### src/sv/ccpg_pkg.sv
// ----------------------------------------------------------------------------
// ccpg_pkg
// Shared types, codes and constants of the character cell pixel generator.
// ----------------------------------------------------------------------------
package ccpg_pkg;

    localparam int TEXT_COLUMNS_DEF     = 40;
    localparam int TEXT_ROWS_DEF        = 25;
    localparam int ATTRIBUTE_OFFSET_DEF = 2048;
    localparam int MAX_PIXEL_REPEAT_DEF = 8;

    localparam int ADDR_W      = 12;
    localparam int DATA_W      = 8;
    localparam int ROW_W       = 9;
    localparam int COL_W       = 6;
    localparam int COLOR_W     = 4;
    localparam int REPEAT_W    = 4;
    localparam int GLYPH_LINES = 8;
    localparam int LINE_LO_W   = 3;
    localparam int MEM_DEPTH   = 4096;

    localparam int CFG_INDEX_W = 2;
    localparam int CFG_DATA_W  = 9;

    localparam int QUEUE_DEPTH = 4;
    localparam int QPTR_W      = 2;
    localparam int QCNT_W      = 3;

    typedef enum logic [1:0] {
        OP_VIDEO_WR = 2'd0,
        OP_GLYPH_WR = 2'd1,
        OP_RENDER   = 2'd2
    } opcode_t;

    typedef enum logic [CFG_INDEX_W-1:0] {
        CFG_PIXEL_REPEAT     = 2'd0,
        CFG_FIRST_CANVAS_ROW = 2'd1
    } cfg_index_t;

    typedef enum logic [1:0] {
        CMD_VIDEO_WR = 2'd0,
        CMD_GLYPH_WR = 2'd1,
        CMD_RENDER   = 2'd2
    } cmd_kind_t;

    // address: write address, or character address of a render
    typedef struct packed {
        cmd_kind_t             kind;
        logic [ADDR_W-1:0]     address;
        logic [DATA_W-1:0]     data;
        logic [ADDR_W-1:0]     attr_addr;
        logic [LINE_LO_W-1:0]  line_lo;
    } cmd_t;

    typedef struct packed {
        logic [DATA_W-1:0]  glyph;
        logic [COLOR_W-1:0] fg;
        logic [COLOR_W-1:0] bg;
    } cell_t;

    localparam logic [COLOR_W-1:0] COLOR_MAP [8] = '{
        4'd0, 4'd9, 4'd10, 4'd11, 4'd12, 4'd13, 4'd14, 4'd15
    };

endpackage

### src/sv/ccpg_queue.sv
// ----------------------------------------------------------------------------
// ccpg_queue
// Short command queue between the classifier and the fetch pipeline.
// ----------------------------------------------------------------------------
module ccpg_queue (
    input  logic           aclk,
    input  logic           aresetn,
    input  logic           push,
    input  ccpg_pkg::cmd_t push_cmd,
    output logic           full,
    input  logic           pop,
    output logic           head_valid,
    output ccpg_pkg::cmd_t head_cmd
);

    ccpg_pkg::cmd_t                  entry_reg [ccpg_pkg::QUEUE_DEPTH];
    logic [ccpg_pkg::QPTR_W-1:0]     wr_ptr_reg, wr_ptr_next;
    logic [ccpg_pkg::QPTR_W-1:0]     rd_ptr_reg, rd_ptr_next;
    logic [ccpg_pkg::QCNT_W-1:0]     count_reg, count_next;
    logic                            do_pop;

    assign full       = count_reg == ccpg_pkg::QCNT_W'(ccpg_pkg::QUEUE_DEPTH);
    assign head_valid = count_reg != '0;
    assign head_cmd   = entry_reg[rd_ptr_reg];
    assign do_pop     = pop && head_valid;

    always_comb begin
        wr_ptr_next = push   ? wr_ptr_reg + 1'b1 : wr_ptr_reg;
        rd_ptr_next = do_pop ? rd_ptr_reg + 1'b1 : rd_ptr_reg;
        count_next  = count_reg;
        if (push && !do_pop) begin
            count_next = count_reg + 1'b1;
        end else if (!push && do_pop) begin
            count_next = count_reg - 1'b1;
        end
    end

    always_ff @(posedge aclk) begin
        if (!aresetn) begin
            wr_ptr_reg <= '0;
            rd_ptr_reg <= '0;
            count_reg  <= '0;
        end else begin
            wr_ptr_reg <= wr_ptr_next;
            rd_ptr_reg <= rd_ptr_next;
            count_reg  <= count_next;
        end
    end

    always_ff @(posedge aclk) begin
        if (push) begin
            entry_reg[wr_ptr_reg] <= push_cmd;
        end
    end

endmodule

### config.mk
export PLATFORM = sky130hd
export DESIGN_NAME = ccpg_queue
export DESIGN_NICKNAME = d
export VERILOG_FILES = /design/src/sv/ccpg_pkg.sv /design/src/sv/ccpg_queue.sv
export SDC_FILE = /design/constraint.sdc
export NUM_CORES = 1
export LEC_CHECK = 0
export BUFFER_PORTS_ARGS = -buffer_cell sky130_fd_sc_hd__buf_2
export CAP_MARGIN = 40
export CELL_PAD_IN_SITES_DETAIL_PLACEMENT = 1
export CELL_PAD_IN_SITES_GLOBAL_PLACEMENT = 1
export CORE_MARGIN = 2
export CORE_UTILIZATION = 40
export CTS_CLUSTER_SIZE = 40
export DETAILED_ROUTE_END_ITERATION = 10
export GPL_TIMING_DRIVEN = 0
export PLACE_DENSITY_LB_ADDON = 0.12
export SLEW_MARGIN = 20
export SYNTH_ARGS = -nofsm -noshare
export SYNTH_HDL_FRONTEND = slang
export SYNTH_SLANG_ARGS = --single-unit
### constraint.sdc
create_clock -name aclk -period 2.3 [get_ports aclk]
set_input_delay 0.345 -clock aclk [delete_from_list [all_inputs] [get_ports aclk]]
set_output_delay 0.345 -clock aclk [all_outputs]
set_load 0.02 [all_outputs]
==> results_dict.tcl <==
set metrics [dict create \
    clk_latency_ps 420 \
    tritoncts "yes" \
    fp.dieH_um 125 \
    initial_core_util 0.407 \
    hold_slack_ps 137 \
    vias_per_cell 5.02 \
    rows 44 \
    yosysSeqAreaShare 0.788 \
    fin_crit_sh 0.946 \
    gp_congestion 0.679 \
    hold_viol 0 \
    status "complete, no violations" \
    totalWireLength_um 10500 \
    ant_nets 0 \
    ys.warnings.count 0 \
    hp-start "push_cmd[6]" \
    cts_setup_buffers 0 \
    fin_crit_ps 2180 \
    vias 2673 \
    fillers 1307 \
    drive_gt1_frac 0.441 \
    ios 80 \
    die_w_um 125 \
    area_delta_synth_final_pct 22.3 \
    skew_ps 5.44 \
    grt_usage 0.146 \
    drv_slew 0 \
    drt_iter0_markers 159 \
    wire_per_inst_um 19.7 \
    setup_viol 0 \
    antenna_found_initial 1 \
    dr_wl_met3_um 437 \
    synthCells 236 \
    clockRootBuffer "clkbuf_16" \
    leakage_nw 2.47 \
    final_common_cell "edfxtp_1" \
    ctsHoldBuffers 0 \
    numCtsBuffers 17 \
    grt_pass1_vias 2969 \
    endpoint_kind "primary output" \
    criticalPathCategory "register to primary output" \
    synth_area_mm2 0.00587 \
    critPathMaxFanout 10 \
    irDropWorstVdd_mv 0.490 \
    drv_cap 0 \
    grt_overflow 0 \
    placed_area_mm2 0.00657 \
    crit_arrival_ps 1830 \
    rsz0062_at_grt "false" \
    slew_headroom 0.562 \
    synth_area_per_cell_um2 24.9 \
    wl_met1_um 4420 \
    final_cell_mix "148 x edfxtp_1, 79 x buf_2, 30 x mux4_2" \
    firstDrtPassIters 4 \
    core_mm2 0.0144 \
    power_density_mw_per_mm2 1130 \
    cts.clk_slew.worst_paths_ps 60 \
    multiInputGateArea_mm2 0.00115 \
    cts.sinks 157 \
    die_area_mm2 0.0157 \
    hpwlAfterDp_um 6500 \
    fmax_ghz 0.459 \
    cp-start-kind "register" \
    synth_nets 283 \
    drc 0 \
    cts.repair.resized 0 \
    grt_pass1_wl_um 16700 \
    diodes 0 \
    ys_types 22 \
    port_buffers 79 \
    r2r_start "count_reg[1]$_SDFFE_PN0P_" \
    largest_reg_flops 148 \
    post-route-cell-area_mm2 0.00718 \
    critPathRequiredTime_ps 1960 \
    tightestPinTransition_ps 658 \
    htreeDepth 4 \
    seq_area_mm2 0.00462 \
    top_layer_used "met5" \
    ys_ff_latch 157 \
    rrSetupSlack_ps 200 \
    clockBufferDepth 2 \
    hold_path.class "primary input to register" \
    dr_wl_met2_um 5400 \
    grt_max_degree 38 \
    nets 384 \
]
worst max-delay path: stages, from the launching register on:
cell and delay (ps):
dfxtp_1 300, clkbuf_2 270, clkbuf_4 310, mux4_2 350
buf_2 180
final timing paths:
path,to,cells after the start
max,head_cmd[8],4
min,entry_reg[2][6]$_DFFE_PP_,1
max reg2reg,count_reg[2]$_SDFFE_PN0P_,7
min reg2reg,wr_ptr_reg[1]$_SDFFE_PN0P_,2
per-layer routing:
layer	track usage	vias up
met5	0	-
met4	0.0745	2
met3	0.0436	18
met2	0.241	63
met1	0.175	1389
li1	-	1201
kinds of logic after synthesis:
| group | count (synthesis) | synth area share |
|---|---|---|
| flip-flops | 157 | 0.788 |
| multiplexers | 39 | 0.150 |
| AND/OR/NAND/NOR | 14 | 0.0151 |
| buffers and inverters | 11 | 0.0175 |
| adder cells (fa/ha/maj) | 6 | 0.0141 |
| XOR/XNOR | 5 | 0.00746 |
| AO/OA/AOI/OAI | 4 | 0.00852 |
cell type report:
type / instances / area share
Buffer: 8 / 0.0138
Inverter: 3 / 0.00157
Clock inverter: 13 / 0.0242
Timing Repair Buffer: 82 / 0.0645
Multi-Input combinational cell: 68 / 0.160
Sequential cell: 157 / 0.644
Clock buffer: 18 / 0.0598
Tap cell: 184 / 0.0321
Yosys cell counts:
cell	number	area share
nor2b_1	2	0.0021
xor2_1	2	0.0030
clkbuf_2	1	0.00085
o311ai_2	1	0.0028
and2_1	9	0.0096
o31ai_4	1	0.0036
or3_1	2	0.0021
ha_1	5	0.011
buf_6	1	0.0019
mux4_2	30	0.12
o21ai_0	1	0.00085
buf_12	3	0.010
dfxtp_1	9	0.031
mux4_1	7	0.031
edfxtp_1	148	0.76
fa_1	1	0.0034
buf_2	3	0.0026
xnor2_1	3	0.0045
nor3b_1	1	0.0013
inv_1	3	0.0019
mux2i_1	2	0.0034
a21boi_0	1	0.0013
where the power goes:
part,switching [mW],internal [mW],total (mW)
Clock,1.05,1.80,2.85
Combinational,0.995,0.884,1.88
Sequential,0.0808,3.31,3.39
Total,2.13,5.99,8.11
stage by stage:
step            util  setup slack, ps  TNS (ps)  power, mW  std cells
5_1_grt        0.498             26.2         0       8.45        533
6_report       0.498              124         0       8.11        533
2_1_floorplan      -              367         0       4.80        236
3_3_place_gp   0.450             -370    -52280       5.34        499
3_5_place_dp   0.456              207         0       5.37        502
4_1_cts        0.497             22.9         0       8.23        533
(Power assumes the default switching activity.)
