## config.mk

```make
export PLATFORM = sky130hd
export DESIGN_NAME = ccpg_emit
export DESIGN_NICKNAME = d
export VERILOG_FILES = /design/src/sv/ccpg_pkg.sv /design/src/sv/ccpg_emit.sv
export SDC_FILE = /design/constraint.sdc
export NUM_CORES = 1
export LEC_CHECK = 0
export BUFFER_PORTS_ARGS = -buffer_cell sky130_fd_sc_hd__buf_2
export CAP_MARGIN = 20
export CORE_MARGIN = 4
export CORE_UTILIZATION = 30
export DETAILED_ROUTE_END_ITERATION = 6
export GPL_TIMING_DRIVEN = 0
export PLACE_DENSITY_LB_ADDON = 0.25
export SKIP_LAST_GASP = 1
export SYNTH_ARGS = -nofsm -noshare
export SYNTH_HDL_FRONTEND = slang
export SYNTH_SLANG_ARGS = --single-unit
```

## constraint.sdc

```tcl
create_clock -name aclk -period 4.5 [get_ports aclk]
set_input_delay 1.35 -clock aclk [delete_from_list [all_inputs] [get_ports aclk]]
set_output_delay 1.35 -clock aclk [all_outputs]
set_load 0.005 [all_outputs]
```

## src/sv/ccpg_pkg.sv

```systemverilog
// ----------------------------------------------------------------------------
// ccpg_pkg
// Shared types, codes and constants of the character cell pixel generator.
// ----------------------------------------------------------------------------
package ccpg_pkg;

    localparam int TEXT_COLUMNS_DEF     = 40;
    localparam int TEXT_ROWS_DEF        = 25;
    localparam int ATTRIBUTE_OFFSET_DEF = 2048;
    localparam int MAX_PIXEL_REPEAT_DEF = 8;

    localparam int ADDR_W      = 12;
    localparam int DATA_W      = 8;
    localparam int ROW_W       = 9;
    localparam int COL_W       = 6;
    localparam int COLOR_W     = 4;
    localparam int REPEAT_W    = 4;
    localparam int GLYPH_LINES = 8;
    localparam int LINE_LO_W   = 3;
    localparam int MEM_DEPTH   = 4096;

    localparam int CFG_INDEX_W = 2;
    localparam int CFG_DATA_W  = 9;

    localparam int QUEUE_DEPTH = 4;
    localparam int QPTR_W      = 2;
    localparam int QCNT_W      = 3;

    typedef enum logic [1:0] {
        OP_VIDEO_WR = 2'd0,
        OP_GLYPH_WR = 2'd1,
        OP_RENDER   = 2'd2
    } opcode_t;

    typedef enum logic [CFG_INDEX_W-1:0] {
        CFG_PIXEL_REPEAT     = 2'd0,
        CFG_FIRST_CANVAS_ROW = 2'd1
    } cfg_index_t;

    typedef enum logic [1:0] {
        CMD_VIDEO_WR = 2'd0,
        CMD_GLYPH_WR = 2'd1,
        CMD_RENDER   = 2'd2
    } cmd_kind_t;

    // address: write address, or character address of a render
    typedef struct packed {
        cmd_kind_t             kind;
        logic [ADDR_W-1:0]     address;
        logic [DATA_W-1:0]     data;
        logic [ADDR_W-1:0]     attr_addr;
        logic [LINE_LO_W-1:0]  line_lo;
    } cmd_t;

    typedef struct packed {
        logic [DATA_W-1:0]  glyph;
        logic [COLOR_W-1:0] fg;
        logic [COLOR_W-1:0] bg;
    } cell_t;

    localparam logic [COLOR_W-1:0] COLOR_MAP [8] = '{
        4'd0, 4'd9, 4'd10, 4'd11, 4'd12, 4'd13, 4'd14, 4'd15
    };

endpackage

```

## src/sv/ccpg_emit.sv

```systemverilog
// ----------------------------------------------------------------------------
// ccpg_emit
// Serializes one glyph row into output pixels, each repeated, with the
// final pixel of the cell flagged.
// ----------------------------------------------------------------------------
module ccpg_emit #(
    parameter int MAX_PIXEL_REPEAT = ccpg_pkg::MAX_PIXEL_REPEAT_DEF
) (
    input  logic                            aclk,
    input  logic                            aresetn,
    input  logic [ccpg_pkg::REPEAT_W-1:0]   pixel_repeat,
    input  logic                            cell_valid,
    input  ccpg_pkg::cell_t                 cell_data,
    output logic                            cell_load,
    output logic                            m_valid,
    input  logic                            m_ready,
    output logic [ccpg_pkg::COLOR_W-1:0]    m_pixel_color,
    output logic                            m_last_pixel
);

    logic [ccpg_pkg::REPEAT_W-1:0]  rep_eff;
    logic                           busy_reg, busy_next;
    ccpg_pkg::cell_t                cell_reg;
    logic [2:0]                     bit_reg, bit_next;
    logic [ccpg_pkg::REPEAT_W-2:0]  rep_cnt_reg, rep_cnt_next;
    logic                           m_valid_reg, m_valid_next;
    logic [ccpg_pkg::COLOR_W-1:0]   color_reg;
    logic                           last_reg;
    logic                           out_free;
    logic                           emit;
    logic                           rep_done;
    logic                           pix_last;

    always_comb begin
        if (pixel_repeat == '0) begin
            rep_eff = ccpg_pkg::REPEAT_W'(1);
        end else if (pixel_repeat > ccpg_pkg::REPEAT_W'(MAX_PIXEL_REPEAT)) begin
            rep_eff = ccpg_pkg::REPEAT_W'(MAX_PIXEL_REPEAT);
        end else begin
            rep_eff = pixel_repeat;
        end
    end

    assign out_free  = !m_valid_reg || m_ready;
    assign emit      = busy_reg && out_free;
    assign rep_done  = {1'b0, rep_cnt_reg} == rep_eff - 1'b1;
    assign pix_last  = (bit_reg == 3'd7) && rep_done;
    assign cell_load = cell_valid && (!busy_reg || (emit && pix_last));

    always_comb begin
        busy_next    = busy_reg;
        bit_next     = bit_reg;
        rep_cnt_next = rep_cnt_reg;
        m_valid_next = m_valid_reg;
        if (emit) begin
            m_valid_next = 1'b1;
            if (rep_done) begin
                rep_cnt_next = '0;
                bit_next     = bit_reg + 1'b1;
            end else begin
                rep_cnt_next = rep_cnt_reg + 1'b1;
            end
            if (pix_last) begin
                busy_next = 1'b0;
            end
        end else if (m_ready) begin
            m_valid_next = 1'b0;
        end
        if (cell_load) begin
            busy_next    = 1'b1;
            bit_next     = '0;
            rep_cnt_next = '0;
        end
    end

    always_ff @(posedge aclk) begin
        if (!aresetn) begin
            busy_reg    <= 1'b0;
            m_valid_reg <= 1'b0;
            bit_reg     <= '0;
            rep_cnt_reg <= '0;
        end else begin
            busy_reg    <= busy_next;
            m_valid_reg <= m_valid_next;
            bit_reg     <= bit_next;
            rep_cnt_reg <= rep_cnt_next;
        end
    end

    always_ff @(posedge aclk) begin
        if (cell_load) begin
            cell_reg <= cell_data;
        end
        if (emit) begin
            color_reg <= cell_reg.glyph[bit_reg] ? cell_reg.fg : cell_reg.bg;
            last_reg  <= pix_last;
        end
    end

    assign m_valid       = m_valid_reg;
    assign m_pixel_color = color_reg;
    assign m_last_pixel  = last_reg;

    a_rep_in_range: assert property (@(posedge aclk) disable iff (!aresetn)
        busy_reg |-> ({1'b0, rep_cnt_reg} < rep_eff))
        else $error("repeat counter beyond pixel repeat");

    a_load_starts_cell: assert property (@(posedge aclk) disable iff (!aresetn)
        cell_load |=> (busy_reg && bit_reg == 3'd0 && rep_cnt_reg == '0))
        else $error("cell load did not restart the serializer");

    a_last_ends_cell: assert property (@(posedge aclk) disable iff (!aresetn)
        (emit && pix_last && !cell_valid) |=> !busy_reg)
        else $error("serializer still busy after last pixel");

endmodule

```

==> results_dict.tcl, run 1 <==
set metrics [dict create \
    min_path_type "reg -> reg" \
    drv_slew 0 \
    routed_wl_um 2110 \
    synth.area.top_cells "edfxtp_1, dfxtp_1, mux4_1" \
    worstPathArrival_ns 3.05 \
    grt_pass1_vias 832 \
    design.die.area_mm2 0.00526 \
    endpoint_kind "primary output" \
    fmaxAchievable_mhz 227 \
    tightest_slew_ns 0.516 \
    crit_slowest_cell "or2_2" \
    synth_most_common_cell "edfxtp_1" \
    area_growth_pct 28.5 \
    vias_per_cell 4.58 \
    cp-start-kind "input port" \
    avgSynthCellArea_um2 14.5 \
    worst_path_largest_cell_delay_ns 0.27 \
    path_cells "buf_2, o21ba_2, or2_2, ha_2, xor2_1, xnor2_1, o211a_1, a41o_4, buf_2" \
    core_mm2 0.00400 \
    final_net_count 154 \
    total_power_mw 0.615 \
    syn_nets 114 \
    antenna_found_initial 0 \
    place_congestion 0.752 \
    ioPinCount 31 \
    drt_iter0_markers 28 \
    synth-main-ff-cell "edfxtp_1" \
    yosysWarnings 0 \
    grt_pass1_wl_um 3650 \
    dr.pass1.iters 4 \
    drtAntennaViolNets 0 \
    grt.total_usage_pct 9.03 \
    rsz0062_at_grt "no" \
    cts-hold-fix-buffers 0 \
    via_count 810 \
    setup_viol 0 \
    cp_max_fo 3 \
    fin_crit_sh_pct 97.8 \
    dp_hpwl_um 1510 \
    status "complete, no violations" \
    drc 0 \
    grt_max_degree 17 \
    yosysTopAreaCell "edfxtp_1" \
    clock_latency_ns 0.28 \
    start_util_pct 31.2 \
    required_ns 3.15 \
    rows 23 \
    clockBufferDepth 2 \
    wl_per_cell_um 11.9 \
    netlist_area_mm2 0.00125 \
    largest_reg_flops 16 \
    port_buffers 30 \
    cap_violations 0 \
    synth_cell_type_count 30 \
    synth-seq-cells 29 \
    drive_above_1_share_pct 37.8 \
    period_minus_slack_ns 4.40 \
    synth_cells 86 \
    cts_tree "yes" \
    seq_area_frac_synth_pct 63.3 \
    synthDominantCellAreaShare_pct 50.5 \
    die_w_um 72.5 \
    clkSinkCount 29 \
    gr-total-overflow 0 \
    fin_util_pct 40.1 \
    async_flop_share_pct 0 \
    hold_viol_final 0 \
    slew_headroom_pct 65.6 \
    htreeDepth 2 \
    fp.dieH_um 72.5 \
    cp_common_cell "buf_2" \
    crit_type "in -> out" \
    clock_skew_ns 0.00911 \
    p_per_area_mw_per_mm2 383 \
    final_area_mm2 0.00160 \
    placed_cell_area_mm2 0.00146 \
    cts-root-buf "clkbuf_8" \
    synth-edff-count 21 \
    yosys-top-cells-count "edfxtp_1, dfxtp_1, nand2_1" \
    n_antenna_cell 0 \
    ir_drop_mv 0.240 \
    fillCellCount 387 \
    cts.clk_slew.worst_paths_ns 0.07 \
    numCtsBuffers 5 \
    leakage_nw 0.661 \
]
-- report_power, final --
part | leakage, nW | switching (mW) | internal (mW)
Combinational | 0.343 | 0.0251 | 0.0265
Clock | 0.0528 | 0.0938 | 0.163
Sequential | 0.265 | 0.00446 | 0.302
-- metal layers --
| layer | wire, um | GRT usage, % | share of wire (%) |
|---|---|---|---|
| met1 | 888 | 10.0 | 42 |
| met2 | 1050 | 15.2 | 50 |
| met3 | 153 | 4.29 | 7.3 |
| met4 | 15 | 3.07 | 0.71 |
| met5 | 0 | 0 | 0 |
-- cell usage in the layout (no fill, tap or decap), types with 2 or more instances in the layout --
master / netlist / routed
buf_2: 0 / 30
edfxtp_1: 21 / 21
nand2_1: 8 / 8
dfxtp_1: 8 / 8
clkbuf_8: 0 / 5
mux2_2: 4 / 4
o21ai_0: 4 / 4
nand2b_1: 3 / 3
inv_1: 3 / 3
nor2b_1: 3 / 3
mux2i_1: 3 / 3
nand3_1: 3 / 3
ha_1: 4 / 3
buf_4: 0 / 3
xor2_1: 2 / 2
mux4_1: 2 / 2
a21boi_0: 2 / 2
-- worst paths after layout --
kind	depth (start not counted)	endpoint	start	slack [ns]
worst max-delay path	9	cell_load	pixel_repeat[1]	0.10
worst min-delay path	2	m_valid	busy_reg	0.52
worst min register to register	2	m_valid	busy_reg	0.52
worst max register to register	3	m_pixel_color[2]	bit_reg[0]	2.58
-- cells by family (layout without fill, tap and decap cells) --
family          Yosys count  after routing  share of synthesized area (%)
buf+inv                   4             45                           1.20
compound gates           14             14                           8.22
xor+xnor                  3              3                           2.10
flops                    29             29                           63.3
simple gates             22             22                           9.12
mux                      10             10                           12.0
fa+ha+maj                 4              4                           4.01
-- per-stage QoR --
stage	instances	hold slack, ns	setup slack [ns]	setup TNS [ns]
4_1_cts	176	0.524	0.0462	0
5_1_grt	177	0.563	0.00179	0
2_1_floorplan	86	0.472	0.0542	0
3_3_place_gp	166	0.497	-0.498	-0.498
6_report	177	0.522	0.101	0
3_5_place_dp	166	0.514	-0.569	-0.569
-- cell type report --
class                   count  area [um^2]  area share (%)
plain buffers               1         3.75           0.234
well taps                  50         62.6            3.90
multi-input cells          53          457            28.5
inverters                   3         11.3           0.702
clock inverters             2         33.8            2.11
repair buffers             33          173            10.8
clock buffers               6         72.6            4.52
flip-flops and latches     29          791            49.3
-- critical path: cells and delay by family --
| kind | cells | cell delay [ns] |
|---|---|---|
| adders and majority gates | 1 | 0.19 |
| buffers and inverters | 2 | 0.22 |
| xor gates and xnor gates | 2 | 0.33 |
| AOI/OAI and AO/OA | 3 | 0.68 |
| and+or+nand+nor | 1 | 0.27 |
-- timing repair --
action                                  CTS  global route
pin swaps                                 2             3
setup buffers                             2             1
gates resized for setup                   2             1
endpoints found under the setup margin    1             1
Power figures use the tool's default switching activity.
==> inputs of run 2 (changes only) <==
--- a/config.mk
+++ b/config.mk
@@ -11,8 +11,8 @@
 export CORE_UTILIZATION = 30
 export DETAILED_ROUTE_END_ITERATION = 6
 export GPL_TIMING_DRIVEN = 0
-export PLACE_DENSITY_LB_ADDON = 0.25
 export SKIP_LAST_GASP = 1
 export SYNTH_ARGS = -nofsm -noshare
 export SYNTH_HDL_FRONTEND = slang
 export SYNTH_SLANG_ARGS = --single-unit
+export TNS_END_PERCENT = 30
==> run 2 against run 1 <==
Net effect: utilization grew 0.19 points; register-to-register slack is essentially flat; via count grew 1.2%; clock skew shrank 0.0029 ns; sequential cell count is the same; sequential power is essentially flat; final cell count shrank 0.56%; combinational power grew 0.8%; critical endpoint unchanged; largest cell class unchanged.
==> results_dict.tcl, run 2 (synthesis results as in run 1) <==
set metrics [dict create \
    fmaxAchievable_mhz 227 \
    worst_path_largest_cell_delay_ns 0.27 \
    drtAntennaViolNets 0 \
    fin_crit_sh_pct 97.9 \
    preCtsSetupSlack_ns -0.523 \
    clock_latency_ns 0.27 \
    cp-start-kind "input port" \
    ir_drop_mv 0.219 \
    cp_common_cell "buf_2" \
    whs_ns 0.524 \
    hold_viol_final 0 \
    r2r_slack_ns 2.59 \
    design.die.area_mm2 0.00526 \
    p_per_area_mw_per_mm2 379 \
    start_util_pct 31.2 \
    htreeDepth 2 \
    n_antenna_cell 0 \
    cts-hold-fix-buffers 0 \
    drive_above_1_share_pct 38.9 \
    clkSinkCount 29 \
    cts.clk_slew.worst_paths_ns 0.06 \
    routed_wl_um 2170 \
    slew_headroom_pct 64.7 \
    rsz0062_at_grt "no" \
    area_growth_pct 29.1 \
    drt_iter0_markers 37 \
    clock_skew_ns 0.00621 \
    wl_per_cell_um 12.3 \
    clockBufferDepth 2 \
    path_cells "buf_2, o21ba_2, or2_2, ha_2, xor2_2, xnor2_2, o211a_1, a41o_4, buf_2" \
    final_net_count 153 \
    fp.dieH_um 72.5 \
    tightest_slew_ns 0.528 \
    die_w_um 72.5 \
    drc 0 \
    final_common_cell "buf_2" \
    final_cell_mix "buf_2, edfxtp_1, nand2_1, dfxtp_1, clkbuf_8" \
    grt_max_degree 17 \
    endpoint_kind "primary output" \
    core_mm2 0.00400 \
    rows 23 \
    grt_pass1_wl_um 3640 \
    crit_type "in -> out" \
    grt.total_usage_pct 9.16 \
    port_buffers 30 \
    place_congestion 0.755 \
    cap_violations 0 \
    cp_max_fo 4 \
    via_count 820 \
    dp_hpwl_um 1580 \
    worstPathArrival_ns 3.05 \
    min_path_type "reg -> reg" \
    vias_per_cell 4.66 \
    cts-root-buf "clkbuf_8" \
    drv_slew 0 \
    required_ns 3.15 \
    cts_tree "yes" \
    numCtsBuffers 5 \
    gr-total-overflow 0 \
    ioPinCount 31 \
    setup_slack_ns 0.0964 \
    period_minus_slack_ns 4.40 \
    grt_pass1_vias 830 \
    dr.pass1.iters 4 \
    largest_reg_flops 16 \
    antenna_found_initial 0 \
    setup_viol 0 \
    leakage_nw 0.662 \
    crit_slowest_cell "or2_2" \
    status "complete, no violations" \
]
## run 2: routing by layer
layer | routed length [um] | GRT usage [%]
met1 | 838 | 10.2
met2 | 1170 | 15.5
met3 | 148 | 4.29
met4 | 10 | 3.07
met5 | 0 | 0
## run 2: power breakdown
group | internal (mW) | switching (mW) | total [mW]
Sequential | 0.302 | 0.00464 | 0.307
Combinational | 0.0261 | 0.0257 | 0.0519
Clock | 0.163 | 0.0898 | 0.253
## run 2: layout make-up
type | instances | area [um^2]
Clock buffer | 6 | 72.6
Multi-Input combinational cell | 53 | 472
Tap cell | 50 | 62.6
Buffer | 1 | 3.75
Clock inverter | 2 | 33.8
Sequential cell | 29 | 791
Fill cell | 386 | 2390
Timing Repair Buffer | 32 | 165
Inverter | 3 | 11.3
## run 2: worst paths after layout
kind,from,end,depth (start not counted)
hold / removal,busy_reg,m_valid,2
setup / recovery,pixel_repeat[1],cell_load,9
hold reg to reg,busy_reg,m_valid,2
setup reg to reg,bit_reg[0],m_pixel_color[0],3
## run 2: worst max-delay path: cells and delay by family
kind | cells | cell delay [ns]
AO/OA/AOI/OAI | 3 | 0.70
XOR/XNOR | 2 | 0.31
adder cells (fa/ha/maj) | 1 | 0.20
buffers and inverters | 2 | 0.21
AND/OR/NAND/NOR | 1 | 0.27
## run 2: repair_timing
item                       in CTS  in global routing
pin swaps                       1                  2
buffers inserted                1                  1
gates resized for setup         2                  3
setup endpoints to repair       1                  1
## run 2: per-stage QoR
step           cell area [um^2]  TNS [ns]  power [mW]  utilization [%]  instances
2_1_floorplan              1250         0       0.339                -         86
3_3_place_gp               1460    -0.485       0.357             36.5        166
3_5_place_dp               1460    -0.523       0.360             36.5        166
4_1_cts                    1590         0       0.617             39.7        175
5_1_grt                    1610         0       0.644             40.3        176
6_report                   1610         0       0.611             40.3        176
