`src/sv/ccpg_pkg.sv`:
```
// ----------------------------------------------------------------------------
// ccpg_pkg
// Shared types, codes and constants of the character cell pixel generator.
// ----------------------------------------------------------------------------
package ccpg_pkg;

    localparam int TEXT_COLUMNS_DEF     = 40;
    localparam int TEXT_ROWS_DEF        = 25;
    localparam int ATTRIBUTE_OFFSET_DEF = 2048;
    localparam int MAX_PIXEL_REPEAT_DEF = 8;

    localparam int ADDR_W      = 12;
    localparam int DATA_W      = 8;
    localparam int ROW_W       = 9;
    localparam int COL_W       = 6;
    localparam int COLOR_W     = 4;
    localparam int REPEAT_W    = 4;
    localparam int GLYPH_LINES = 8;
    localparam int LINE_LO_W   = 3;
    localparam int MEM_DEPTH   = 4096;

    localparam int CFG_INDEX_W = 2;
    localparam int CFG_DATA_W  = 9;

    localparam int QUEUE_DEPTH = 4;
    localparam int QPTR_W      = 2;
    localparam int QCNT_W      = 3;

    typedef enum logic [1:0] {
        OP_VIDEO_WR = 2'd0,
        OP_GLYPH_WR = 2'd1,
        OP_RENDER   = 2'd2
    } opcode_t;

    typedef enum logic [CFG_INDEX_W-1:0] {
        CFG_PIXEL_REPEAT     = 2'd0,
        CFG_FIRST_CANVAS_ROW = 2'd1
    } cfg_index_t;

    typedef enum logic [1:0] {
        CMD_VIDEO_WR = 2'd0,
        CMD_GLYPH_WR = 2'd1,
        CMD_RENDER   = 2'd2
    } cmd_kind_t;

    // address: write address, or character address of a render
    typedef struct packed {
        cmd_kind_t             kind;
        logic [ADDR_W-1:0]     address;
        logic [DATA_W-1:0]     data;
        logic [ADDR_W-1:0]     attr_addr;
        logic [LINE_LO_W-1:0]  line_lo;
    } cmd_t;

    typedef struct packed {
        logic [DATA_W-1:0]  glyph;
        logic [COLOR_W-1:0] fg;
        logic [COLOR_W-1:0] bg;
    } cell_t;

    localparam logic [COLOR_W-1:0] COLOR_MAP [8] = '{
        4'd0, 4'd9, 4'd10, 4'd11, 4'd12, 4'd13, 4'd14, 4'd15
    };

endpackage

```
`src/sv/ccpg_front.sv`:
```
// ----------------------------------------------------------------------------
// ccpg_front
// Classifies requests: memory writes pass on, renders get their cell and
// attribute addresses, and out-of-canvas or unused requests are dropped.
// ----------------------------------------------------------------------------
module ccpg_front #(
    parameter int TEXT_COLUMNS     = ccpg_pkg::TEXT_COLUMNS_DEF,
    parameter int TEXT_ROWS        = ccpg_pkg::TEXT_ROWS_DEF,
    parameter int ATTRIBUTE_OFFSET = ccpg_pkg::ATTRIBUTE_OFFSET_DEF
) (
    input  logic                          s_valid,
    output logic                          s_ready,
    input  logic [1:0]                    s_opcode,
    input  logic [ccpg_pkg::ADDR_W-1:0]   s_address,
    input  logic [ccpg_pkg::DATA_W-1:0]   s_data,
    input  logic [ccpg_pkg::ROW_W-1:0]    s_raster_line,
    input  logic [ccpg_pkg::COL_W-1:0]    s_column,
    input  logic [ccpg_pkg::ROW_W-1:0]    first_canvas_row,
    input  logic                          q_full,
    output logic                          q_push,
    output ccpg_pkg::cmd_t                q_cmd
);

    localparam int CANVAS_LINES = TEXT_ROWS * ccpg_pkg::GLYPH_LINES;

    logic [ccpg_pkg::ROW_W:0]       line_diff;
    logic                           line_ok;
    logic                           col_ok;
    logic [ccpg_pkg::ADDR_W:0]      cell_full;
    logic [ccpg_pkg::ADDR_W:0]      attr_sum;
    logic                           keep;

    assign line_diff = {1'b0, s_raster_line} - {1'b0, first_canvas_row};
    assign line_ok   = !line_diff[ccpg_pkg::ROW_W]
                    && ({1'b0, line_diff[ccpg_pkg::ROW_W-1:0]} < (ccpg_pkg::ROW_W+1)'(CANVAS_LINES));
    assign col_ok    = {1'b0, s_column} < (ccpg_pkg::COL_W+1)'(TEXT_COLUMNS);

    assign cell_full = (ccpg_pkg::ADDR_W+1)'(line_diff[ccpg_pkg::ROW_W-1:ccpg_pkg::LINE_LO_W])
                     * (ccpg_pkg::ADDR_W+1)'(TEXT_COLUMNS)
                     + (ccpg_pkg::ADDR_W+1)'(s_column);
    assign attr_sum  = {1'b0, cell_full[ccpg_pkg::ADDR_W-1:0]}
                     + (ccpg_pkg::ADDR_W+1)'(ATTRIBUTE_OFFSET);

    always_comb begin
        q_cmd.kind      = ccpg_pkg::CMD_RENDER;
        q_cmd.address   = s_address;
        q_cmd.data      = s_data;
        q_cmd.attr_addr = attr_sum[ccpg_pkg::ADDR_W-1:0];
        q_cmd.line_lo   = line_diff[ccpg_pkg::LINE_LO_W-1:0];
        keep            = 1'b0;
        unique case (s_opcode)
            ccpg_pkg::OP_VIDEO_WR: begin
                q_cmd.kind = ccpg_pkg::CMD_VIDEO_WR;
                keep       = 1'b1;
            end
            ccpg_pkg::OP_GLYPH_WR: begin
                q_cmd.kind = ccpg_pkg::CMD_GLYPH_WR;
                keep       = 1'b1;
            end
            ccpg_pkg::OP_RENDER: begin
                q_cmd.address = cell_full[ccpg_pkg::ADDR_W-1:0];
                keep          = line_ok && col_ok;
            end
            default: begin
                keep = 1'b0;
            end
        endcase
    end

    assign s_ready = !q_full;
    assign q_push  = s_valid && !q_full && keep;

endmodule

```
`config.mk`:
```
export PLATFORM = sky130hd
export DESIGN_NAME = ccpg_front
export DESIGN_NICKNAME = d
export VERILOG_FILES = /design/src/sv/ccpg_pkg.sv /design/src/sv/ccpg_front.sv
export SDC_FILE = /design/constraint.sdc
export NUM_CORES = 1
export LEC_CHECK = 0
export ABC_AREA = 0
export ABC_CLOCK_PERIOD_IN_PS = 7350
export BUFFER_PORTS_ARGS = -buffer_cell sky130_fd_sc_hd__buf_2
export CAP_MARGIN = 0
export CORE_MARGIN = 10
export CORE_UTILIZATION = 29
export DETAILED_ROUTE_END_ITERATION = 12
export SYNTH_ARGS = -nofsm -noshare
export SYNTH_HDL_FRONTEND = slang
export SYNTH_SLANG_ARGS = --single-unit
```
`constraint.sdc`:
```
create_clock -name vclk -period 7.35
set_clock_uncertainty 0.1 [all_clocks]
set_input_delay 1.47 -clock vclk [all_inputs]
set_output_delay 1.47 -clock vclk [all_outputs]
set_load 0.05 [all_outputs]
```
==> results.yml, run 1 <==
cells_and_area:
  nClkBuffers: 0
  layout-drive-gt1-share_pct: 46.54
  design.seq.count: 0
  nNetsFinal: 288
  regArea_um2: 0
  diodes: 0
  syn_to_final_growth_pct: 26.23
  postLayoutCellArea_um2: 1632
  final_util_pct: 37.73
critical_path:
  criticalPathCategory: "primary input to output pin"
  cp_slowest_cell: "fa_1"
  crit_path_frequent_cell: "ha_1"
  arrival_ns: 5.50
  cpPeakStageDelay_ns: 0.46
  cp-end-kind: "output pin"
  critical_path_buf_inv_count: 4
  cp-start-kind: "primary input"
  path_cells: "buf_2 -> inv_1 -> ha_1 -> fa_1 -> nor2b_1 -> buf_4 -> o31a_2 -> nor2_1 -> xnor2_1 -> ha_1 -> ha_1 -> fa_1 -> xor2_1 -> and3b_1 -> nand3_1 -> a211oi_1 -> nor4_4 -> o21ai_1 -> buf_2"
  crit_family: "adder cells"
  worstPathMaxFanout: 5
  worst_ep_required_time_ns: 5.78
power:
  vdd_ir_drop_max_uv: 301.4
  p_leak_nw: 0.8585
  powerDensity_nw_per_um2: 317.7
clocking:
  cts_resized: 0
  cts_setup_buffers: 0
  cts_hold_buf: 0
worst_hold_path:
  whs_path_depth: 0
  hold_path.class: "primary input to output pin"
  holdCritStartpoint: "s_data[1]"
  hold_path_end: "q_cmd[16]"
routing:
  vias: 1282
  firstDrtPassIters: 4
  route.detailed.drc: 0
  wl_per_cell_um: 13.04
  final_antenna_net_count: 0
  via_per_inst: 4.766
  drt_wl_total_mm: 3.509
  first_iter_violations: 35
synthesis:
  synth_cell_types: 47
  synth_nets: 230
  yosysSeqAreaShare_pct: 0
  synth_top_cell_area_share_pct: 17.42
  ys_top_cells_by_count: "ha_1, inv_1, buf_4"
  synth_top_area_cell: "ha_1"
  ys_warn_count: 0
  netlist_area_um2: 1292
  synthTopCellsByArea: "ha_1, mux2_2, buf_4"
  synthCells: 161
  synth.most_common_cell: "ha_1"
  synth_area_per_cell_um2: 8.028
place:
  place_congestion: 0.7880
  placed_area_um2: 1632
  dp_hpwl_mm: 3.205
  pre_cts_ws_ns: 0.2722
  numPortBuffers: 71
sta:
  rsz0062_at_grt: "no"
  min_period_over_period_pct: 96.22
  fin_crit_ns: 7.072
  fmax_mhz: 141.4
  holdWs_ns: 2.840
  hold_viol_final: 0
  tightest_slew_ns: 0.6236
  finalMaxSlewViolations: 0
  fin_tns_setup_ns: 0
  relSlewSlack_pct: 58.43
  setup_viol: 0
  fin_ws_ns: 0.2776
global_routing:
  grt_use_total_pct: 8.357
  antenna_found_initial: 0
  grt_pass1_vias: 1263
  grt_pass1_wl_mm: 5.540
  globalRouteOverflowTotal: 0
  grt_max_degree: 14
floorplan:
  die_x_um: 86.76
  top_level_ports: 87
  start_util_pct: 29.89
  die_y_um: 86.76
  fp-row-count: 24
  core-area_um2: 4324
  dieArea_um2: 7527
status:
  outcome: "finished, final reports clean"
job:
  maxCapViolCount: 0
[how the worst max path moves through the flow]
| stage | startpoint | to | cells past startpoint |
|---|---|---|---|
| 2_1_floorplan | s_raster_line[0] | q_cmd[34] | 17 |
| 3_3_place_gp | s_raster_line[0] | q_cmd[34] | 19 |
| 3_5_place_dp | s_raster_line[0] | q_cmd[34] | 19 |
| 4_1_cts | s_raster_line[0] | q_cmd[34] | 19 |
| 5_1_grt | s_raster_line[0] | q_cmd[34] | 19 |
| 6_report | s_raster_line[0] | q_cmd[34] | 19 |
[area by class of cell]
class,count,area [um2]
multi-input combinational,130,1144
fill,472,2693
timing repair buffer,73,370.4
inverter,14,52.55
tap,52,65.06
[routing by layer]
layer	global-route usage, %	vias to the layer above	wire [um]
met1	9.493	573	1434
met2	16.51	32	1880
met5	0	-	0
met3	1.313	0	193
li1	-	677	-
met4	0.1473	0	0
[layout by cell type (no fill, tap or decap), types with 2 or more instances in the layout]
master,count
inv_1,14
o21ai_0,4
fa_1,3
nand3b_1,2
xnor2_1,7
o21ai_1,2
a211oi_1,2
nor2_1,7
xor2_1,8
mux2_2,11
o31a_2,2
a21o_1,6
a21oi_1,9
buf_2,71
nand3_1,6
or2_2,2
and2_1,2
nor2b_1,3
nand4b_1,2
o21a_1,3
nor4b_1,2
nand2_1,6
a21oi_2,2
buf_4,2
ha_1,18
[logic make-up after synthesis]
logic type | share of synthesized area, %
compound gates | 22.94
xor+xnor | 10.84
fa+ha+maj | 22.07
buf+inv | 12.78
mux | 10.46
simple gates | 20.91
[power breakdown]
part	internal, mW	switching, mW	leakage [nW]
registers	0	0	0
logic	0.156	0.362	0.859
clock network	0	0	0
[stage by stage]
step | total power, mW | instances
6_report | 0.5184 | 269
5_1_grt | 0.5583 | 269
4_1_cts | 0.5251 | 269
3_5_place_dp | 0.5220 | 269
3_3_place_gp | 0.5222 | 269
2_1_floorplan | 0.4340 | 161
No activity file was read; power rests on OpenSTA's default activity.
==> run 2: changes to the inputs <==
--- a/config.mk
+++ b/config.mk
@@ -5,8 +5,8 @@
 export SDC_FILE = /design/constraint.sdc
 export NUM_CORES = 1
 export LEC_CHECK = 0
-export ABC_AREA = 0
-export ABC_CLOCK_PERIOD_IN_PS = 7350
+export ABC_AREA = 1
+export ABC_CLOCK_PERIOD_IN_PS = 8460
 export BUFFER_PORTS_ARGS = -buffer_cell sky130_fd_sc_hd__buf_2
 export CAP_MARGIN = 0
 export CORE_MARGIN = 10
==> constraint.sdc (replaced) <==
create_clock -name vclk -period 8.46
set_clock_uncertainty 0.1 [all_clocks]
set_input_delay 1.692 -clock vclk [all_inputs]
set_output_delay 1.692 -clock vclk [all_outputs]
set_load 0.05 [all_outputs]
==> run 2 against run 1 <==
  * Sequential cell count unchanged
  * Critical path depth is 5 higher
  * Combinational power fell by 34%
  * Synthesized cell count up 40%
  * Cell area shrank 2.8%
  * Utilization is 0.82 points higher
  * Cell count increased by 23%
  * Critical path type unchanged
  * Critical endpoint is now q_cmd[33]
  * Largest cell class unchanged
==> results.yml, run 2 <==
floorplan:
  fp-row-count: 23
  dieArea_um2: 7393
  top_level_ports: 87
  die_y_um: 85.98
  core-area_um2: 4115
  die_x_um: 85.98
  start_util_pct: 30.68
cells_and_area:
  regArea_um2: 0
  layout_commonest_cell: "nand2_1"
  final_cell_mix: "nand2_1, buf_2, inv_1, ha_1, nand3_1"
  layout-drive-gt1-share_pct: 31.21
  nClkBuffers: 0
  design.seq.count: 0
  nNetsFinal: 353
  diodes: 0
  syn_to_final_growth_pct: 25.67
routing:
  firstDrtPassIters: 4
  vias: 1437
  via_per_inst: 4.328
  wl_per_cell_um: 10.20
  first_iter_violations: 72
  final_antenna_net_count: 0
  drt_wl_total_mm: 3.386
  route.detailed.drc: 0
sta:
  relSlewSlack_pct: 73.65
  min_period_over_period_pct: 81.15
  tightest_slew_ns: 0.3942
  finalMaxSlewViolations: 0
  fin_crit_ns: 6.865
  fmax_mhz: 145.7
  setup_viol: 0
  holdWs_ns: 3.284
  fin_tns_setup_ns: 0
  rsz0062_at_grt: "no"
  hold_viol_final: 0
synthesis:
  netlist_area_um2: 1262
  synthTopCellsByArea: "nand2_1, ha_1, inv_1"
  ys_warn_count: 0
  synthCells: 225
  yosysSeqAreaShare_pct: 0
  synth_top_area_cell: "nand2_1"
  synth_cell_types: 25
  synth_top_cell_area_share_pct: 25.57
  synth_nets: 294
  ys_top_cells_by_count: "nand2_1, inv_1, ha_1"
  synth.most_common_cell: "nand2_1"
  synth_area_per_cell_um2: 5.611
global_routing:
  grt_pass1_wl_mm: 5.913
  antenna_found_initial: 0
  met1_usage_pct: 9.776
  grt_use_total_pct: 8.737
  top_usage_layer: "met2"
  grt_util_met2_pct: 16.77
  grt_max_degree: 14
  globalRouteOverflowTotal: 0
  grt_pass1_vias: 1437
  use_met3_pct: 2.081
critical_path:
  worst_ep_required_time_ns: 6.67
  worstPathMaxFanout: 3
  cp-start-kind: "primary input"
  crit_path_start: "s_raster_line[0]"
  criticalPathCategory: "primary input to output pin"
  crit_path_end: "q_cmd[33]"
  arrival_ns: 5.07
  cp-end-kind: "output pin"
worst_hold_path:
  hold_path.class: "primary input to output pin"
place:
  place_congestion: 0.7375
  numPortBuffers: 71
  dp_hpwl_mm: 3.122
power:
  powerDensity_nw_per_um2: 215.9
  p_leak_nw: 1.053
  vdd_ir_drop_max_uv: 106.1
clocking:
  cts_setup_buffers: 0
  cts_resized: 0
  cts_hold_buf: 0
job:
  maxCapViolCount: 0
status:
  outcome: "finished, final reports clean"
[run 2: how the worst min path moves through the flow]
| stage | from | end | slack, ns | cells after the start |
|---|---|---|---|---|
| 2_1_floorplan | s_opcode[1] | q_push | 3.43 | 1 |
| 3_3_place_gp | s_data[4] | q_cmd[19] | 3.28 | 0 |
| 3_5_place_dp | s_data[4] | q_cmd[19] | 3.28 | 0 |
| 4_1_cts | s_data[4] | q_cmd[19] | 3.28 | 0 |
| 5_1_grt | s_data[0] | q_cmd[15] | 3.28 | 0 |
| 6_report | s_data[0] | q_cmd[15] | 3.28 | 0 |
[run 2: kinds of logic (layout without fill, tap and decap cells)]
| kind of cell | count (synthesis) | count (layout) | share of synthesized area [%] |
|---|---|---|---|
| simple gates | 133 | 133 | 48.66 |
| buf+inv | 55 | 112 | 19.62 |
| fa+ha+maj | 21 | 21 | 22.60 |
| compound gates | 9 | 9 | 4.262 |
| xor+xnor | 7 | 7 | 4.856 |
[run 2: cell type report]
type	count	area, um2
Multi-Input combinational cell	170	1015
Fill cell	485	2529
Timing Repair Buffer	71	355.3
Tap cell	50	62.56
Inverter	41	153.9
[run 2: through the flow]
stage	cells	cell area (um2)	total power, mW	utilization [%]	setup slack (ns)
2_1_floorplan	225	1262	0.2882	-	1.231
5_1_grt	332	1587	0.3775	38.55	1.268
4_1_cts	332	1587	0.3486	38.55	1.574
3_5_place_dp	332	1587	0.3475	38.55	1.574
6_report	332	1587	0.3425	38.55	1.595
3_3_place_gp	332	1587	0.3470	38.55	1.656
[run 2: report_power, final]
group          internal (mW)  total [mW]  switching (mW)
Combinational         0.0913       0.343           0.251
Clock                      0           0               0
Sequential                 0           0               0
Total                 0.0913       0.343           0.251
[run 2: critical path: stages]
cell and delay (ns):
buf_2 0.07, inv_1 0.03, ha_1 0.21, fa_1 0.42, inv_1 0.09, nand2_1 0.06
nand2_2 0.10, nand3_1 0.09, nand2_1 0.07, nand2_1 0.04, nand2_1 0.09, inv_1 0.07
ha_1 0.29, ha_1 0.23, fa_1 0.58, nand2_1 0.06, inv_1 0.06, nand2_1 0.08
nor3_2 0.19, inv_1 0.07, nand3_2 0.07, nand3_1 0.07, nand2_1 0.06, buf_2 0.26
[run 2: routing by layer]
| metal | vias to the layer above | wire [um] |
|---|---|---|
| li1 | 795 | - |
| met1 | 608 | 1426 |
| met2 | 32 | 1701 |
| met3 | 2 | 244 |
| met4 | 0 | 14 |
| met5 | - | 0 |
==> run 3: changes to the inputs <==
--- a/config.mk
+++ b/config.mk
@@ -6,7 +6,7 @@
 export NUM_CORES = 1
 export LEC_CHECK = 0
 export ABC_AREA = 1
-export ABC_CLOCK_PERIOD_IN_PS = 8460
+export ABC_CLOCK_PERIOD_IN_PS = 6000
 export BUFFER_PORTS_ARGS = -buffer_cell sky130_fd_sc_hd__buf_2
 export CAP_MARGIN = 0
 export CORE_MARGIN = 10
==> constraint.sdc (replaced) <==
create_clock -name vclk -period 6
set_clock_uncertainty 0.1 [all_clocks]
set_input_delay 1.2 -clock vclk [all_inputs]
set_output_delay 1.2 -clock vclk [all_outputs]
set_load 0.05 [all_outputs]
==> run 3 against run 2 <==
  * Critical path depth down 1
  * First-iteration DRC count is 33% lower
  * Sequential share of layout area unchanged
  * Largest cell class unchanged
==> results.yml, run 3 (synthesis results as in run 2) <==
floorplan:
  top_level_ports: 87
  start_util_pct: 30.68
  fp-row-count: 23
  die_y_um: 85.98
  dieArea_um2: 7393
  core-area_um2: 4115
  die_x_um: 85.98
critical_path:
  cp_slowest_cell: "fa_2"
  critical_path_buf_inv_count: 7
  criticalPathCategory: "primary input to output pin"
  crit_family: "adder cells"
  worstPathMaxFanout: 3
  cp-start-kind: "primary input"
  worst_ep_required_time_ns: 4.70
  cpPeakStageDelay_ns: 0.43
  cp-end-kind: "output pin"
  path_cells: "buf_2 -> inv_1 -> ha_1 -> fa_2 -> inv_1 -> nand2_1 -> nand2_2 -> nand3_1 -> nand2_1 -> nand2_1 -> nand2_1 -> inv_1 -> ha_1 -> ha_1 -> fa_2 -> xor2_2 -> inv_1 -> nor3_2 -> inv_1 -> nand3_2 -> nand3_1 -> nand2_1 -> buf_6"
  arrival_ns: 4.43
cells_and_area:
  layout_commonest_cell: "nand2_1"
  regArea_um2: 0
  multi_input_area_um2: 1060
  design.seq.count: 0
  nClkBuffers: 0
  layout-drive-gt1-share_pct: 34.63
  postLayoutCellArea_um2: 1658
  diodes: 0
  syn_to_final_growth_pct: 31.32
  final_cell_mix: "nand2_1, buf_2, inv_1, ha_1, nand3_1"
  final_util_pct: 40.29
  instances_no_fill: 333
  nNetsFinal: 354
  fillerInstances: 473
sta:
  fin_crit_ns: 5.726
  relSlewSlack_pct: 73.79
  fmax_mhz: 174.6
  rsz0062_at_grt: "yes"
  fin_tns_setup_ns: 0
  hold_viol_final: 0
  min_period_over_period_pct: 95.44
  finalMaxSlewViolations: 0
  setup_viol: 0
  tightest_slew_ns: 0.3922
worst_hold_path:
  holdCritStartpoint: "s_data[5]"
  whs_path_depth: 0
  hold_path_end: "q_cmd[20]"
  hold_path.class: "primary input to output pin"
clocking:
  cts_hold_buf: 0
  cts_setup_buffers: 0
  cts_resized: 0
routing:
  via_per_inst: 4.270
  firstDrtPassIters: 4
  final_antenna_net_count: 0
  drt_wl_total_mm: 3.398
  wl_per_cell_um: 10.20
  route.detailed.drc: 0
  first_iter_violations: 48
  vias: 1422
power:
  clkPwrFrac_pct: 0
  p_int_mw: 0.1504
  powerDensity_nw_per_um2: 313.2
  seq_power_share_pct: 0
  swShare_pct: 71.03
  vdd_ir_drop_max_uv: 149.9
  p_leak_nw: 1.075
  p_sw_mw: 0.3688
  combPwrFrac_pct: 100.0
place:
  dp_hpwl_mm: 3.147
  place_inst: 333
  numPortBuffers: 71
  placed_area_um2: 1617
  place_congestion: 0.7688
global_routing:
  grt_pass1_vias: 1426
  globalRouteOverflowTotal: 0
  grt_max_degree: 14
  grt_pass1_wl_mm: 6.051
  grt_use_total_pct: 8.955
  antenna_found_initial: 0
status:
  outcome: "finished, final reports clean"
job:
  maxCapViolCount: 0
## run 3: cell types whose count changed in the layout (fill, tap and decap cells not counted), sizes merged
cell  change
buf       +1
## run 3: power by group through the flow
stage	Combinational (mW)	Clock, mW	Sequential (mW)
2_1_floorplan	0.421	0	0
3_3_place_gp	0.509	0	0
3_5_place_dp	0.509	0	0
4_1_cts	0.511	0	0
5_1_grt	0.570	0	0
6_report	0.519	0	0
## run 3: layer usage
metal | GRT usage [%] | up-vias | share of wire (%)
li1 | - | 793 | -
met1 | 11.19 | 597 | 46
met2 | 16.57 | 32 | 49
met3 | 1.135 | 0 | 4.8
met4 | 0.1497 | 0 | 0
met5 | 0 | - | 0
## run 3: worst max path at each step
stage                                start         to  slack, ns  cells past startpoint
after global placement    s_raster_line[0]  q_cmd[33]       0.17                     23
after floorplan           s_raster_line[0]  q_cmd[32]      -0.04                     20
after CTS                 s_raster_line[0]  q_cmd[33]       0.08                     23
final                     s_raster_line[0]  q_cmd[33]       0.27                     23
after detailed placement  s_raster_line[0]  q_cmd[33]       0.09                     24
after global routing      s_raster_line[0]  q_cmd[33]      -0.02                     23
## run 3: per-stage QoR
step / hold WS [ns] / setup WS (ns) / power [mW]
2_1_floorplan: 2.450 / -0.03788 / 0.4207
3_3_place_gp: 2.300 / 0.1672 / 0.5089
3_5_place_dp: 2.300 / 0.08777 / 0.5093
4_1_cts: 2.300 / 0.07630 / 0.5107
5_1_grt: 2.300 / -0.01658 / 0.5699
6_report: 2.300 / 0.2736 / 0.5192
## run 3: area by class of cell
class	instances	share of cell area, %
inverter	41	9.283
multi-input combinational	170	63.92
tap	50	3.774
timing repair buffer	72	23.02
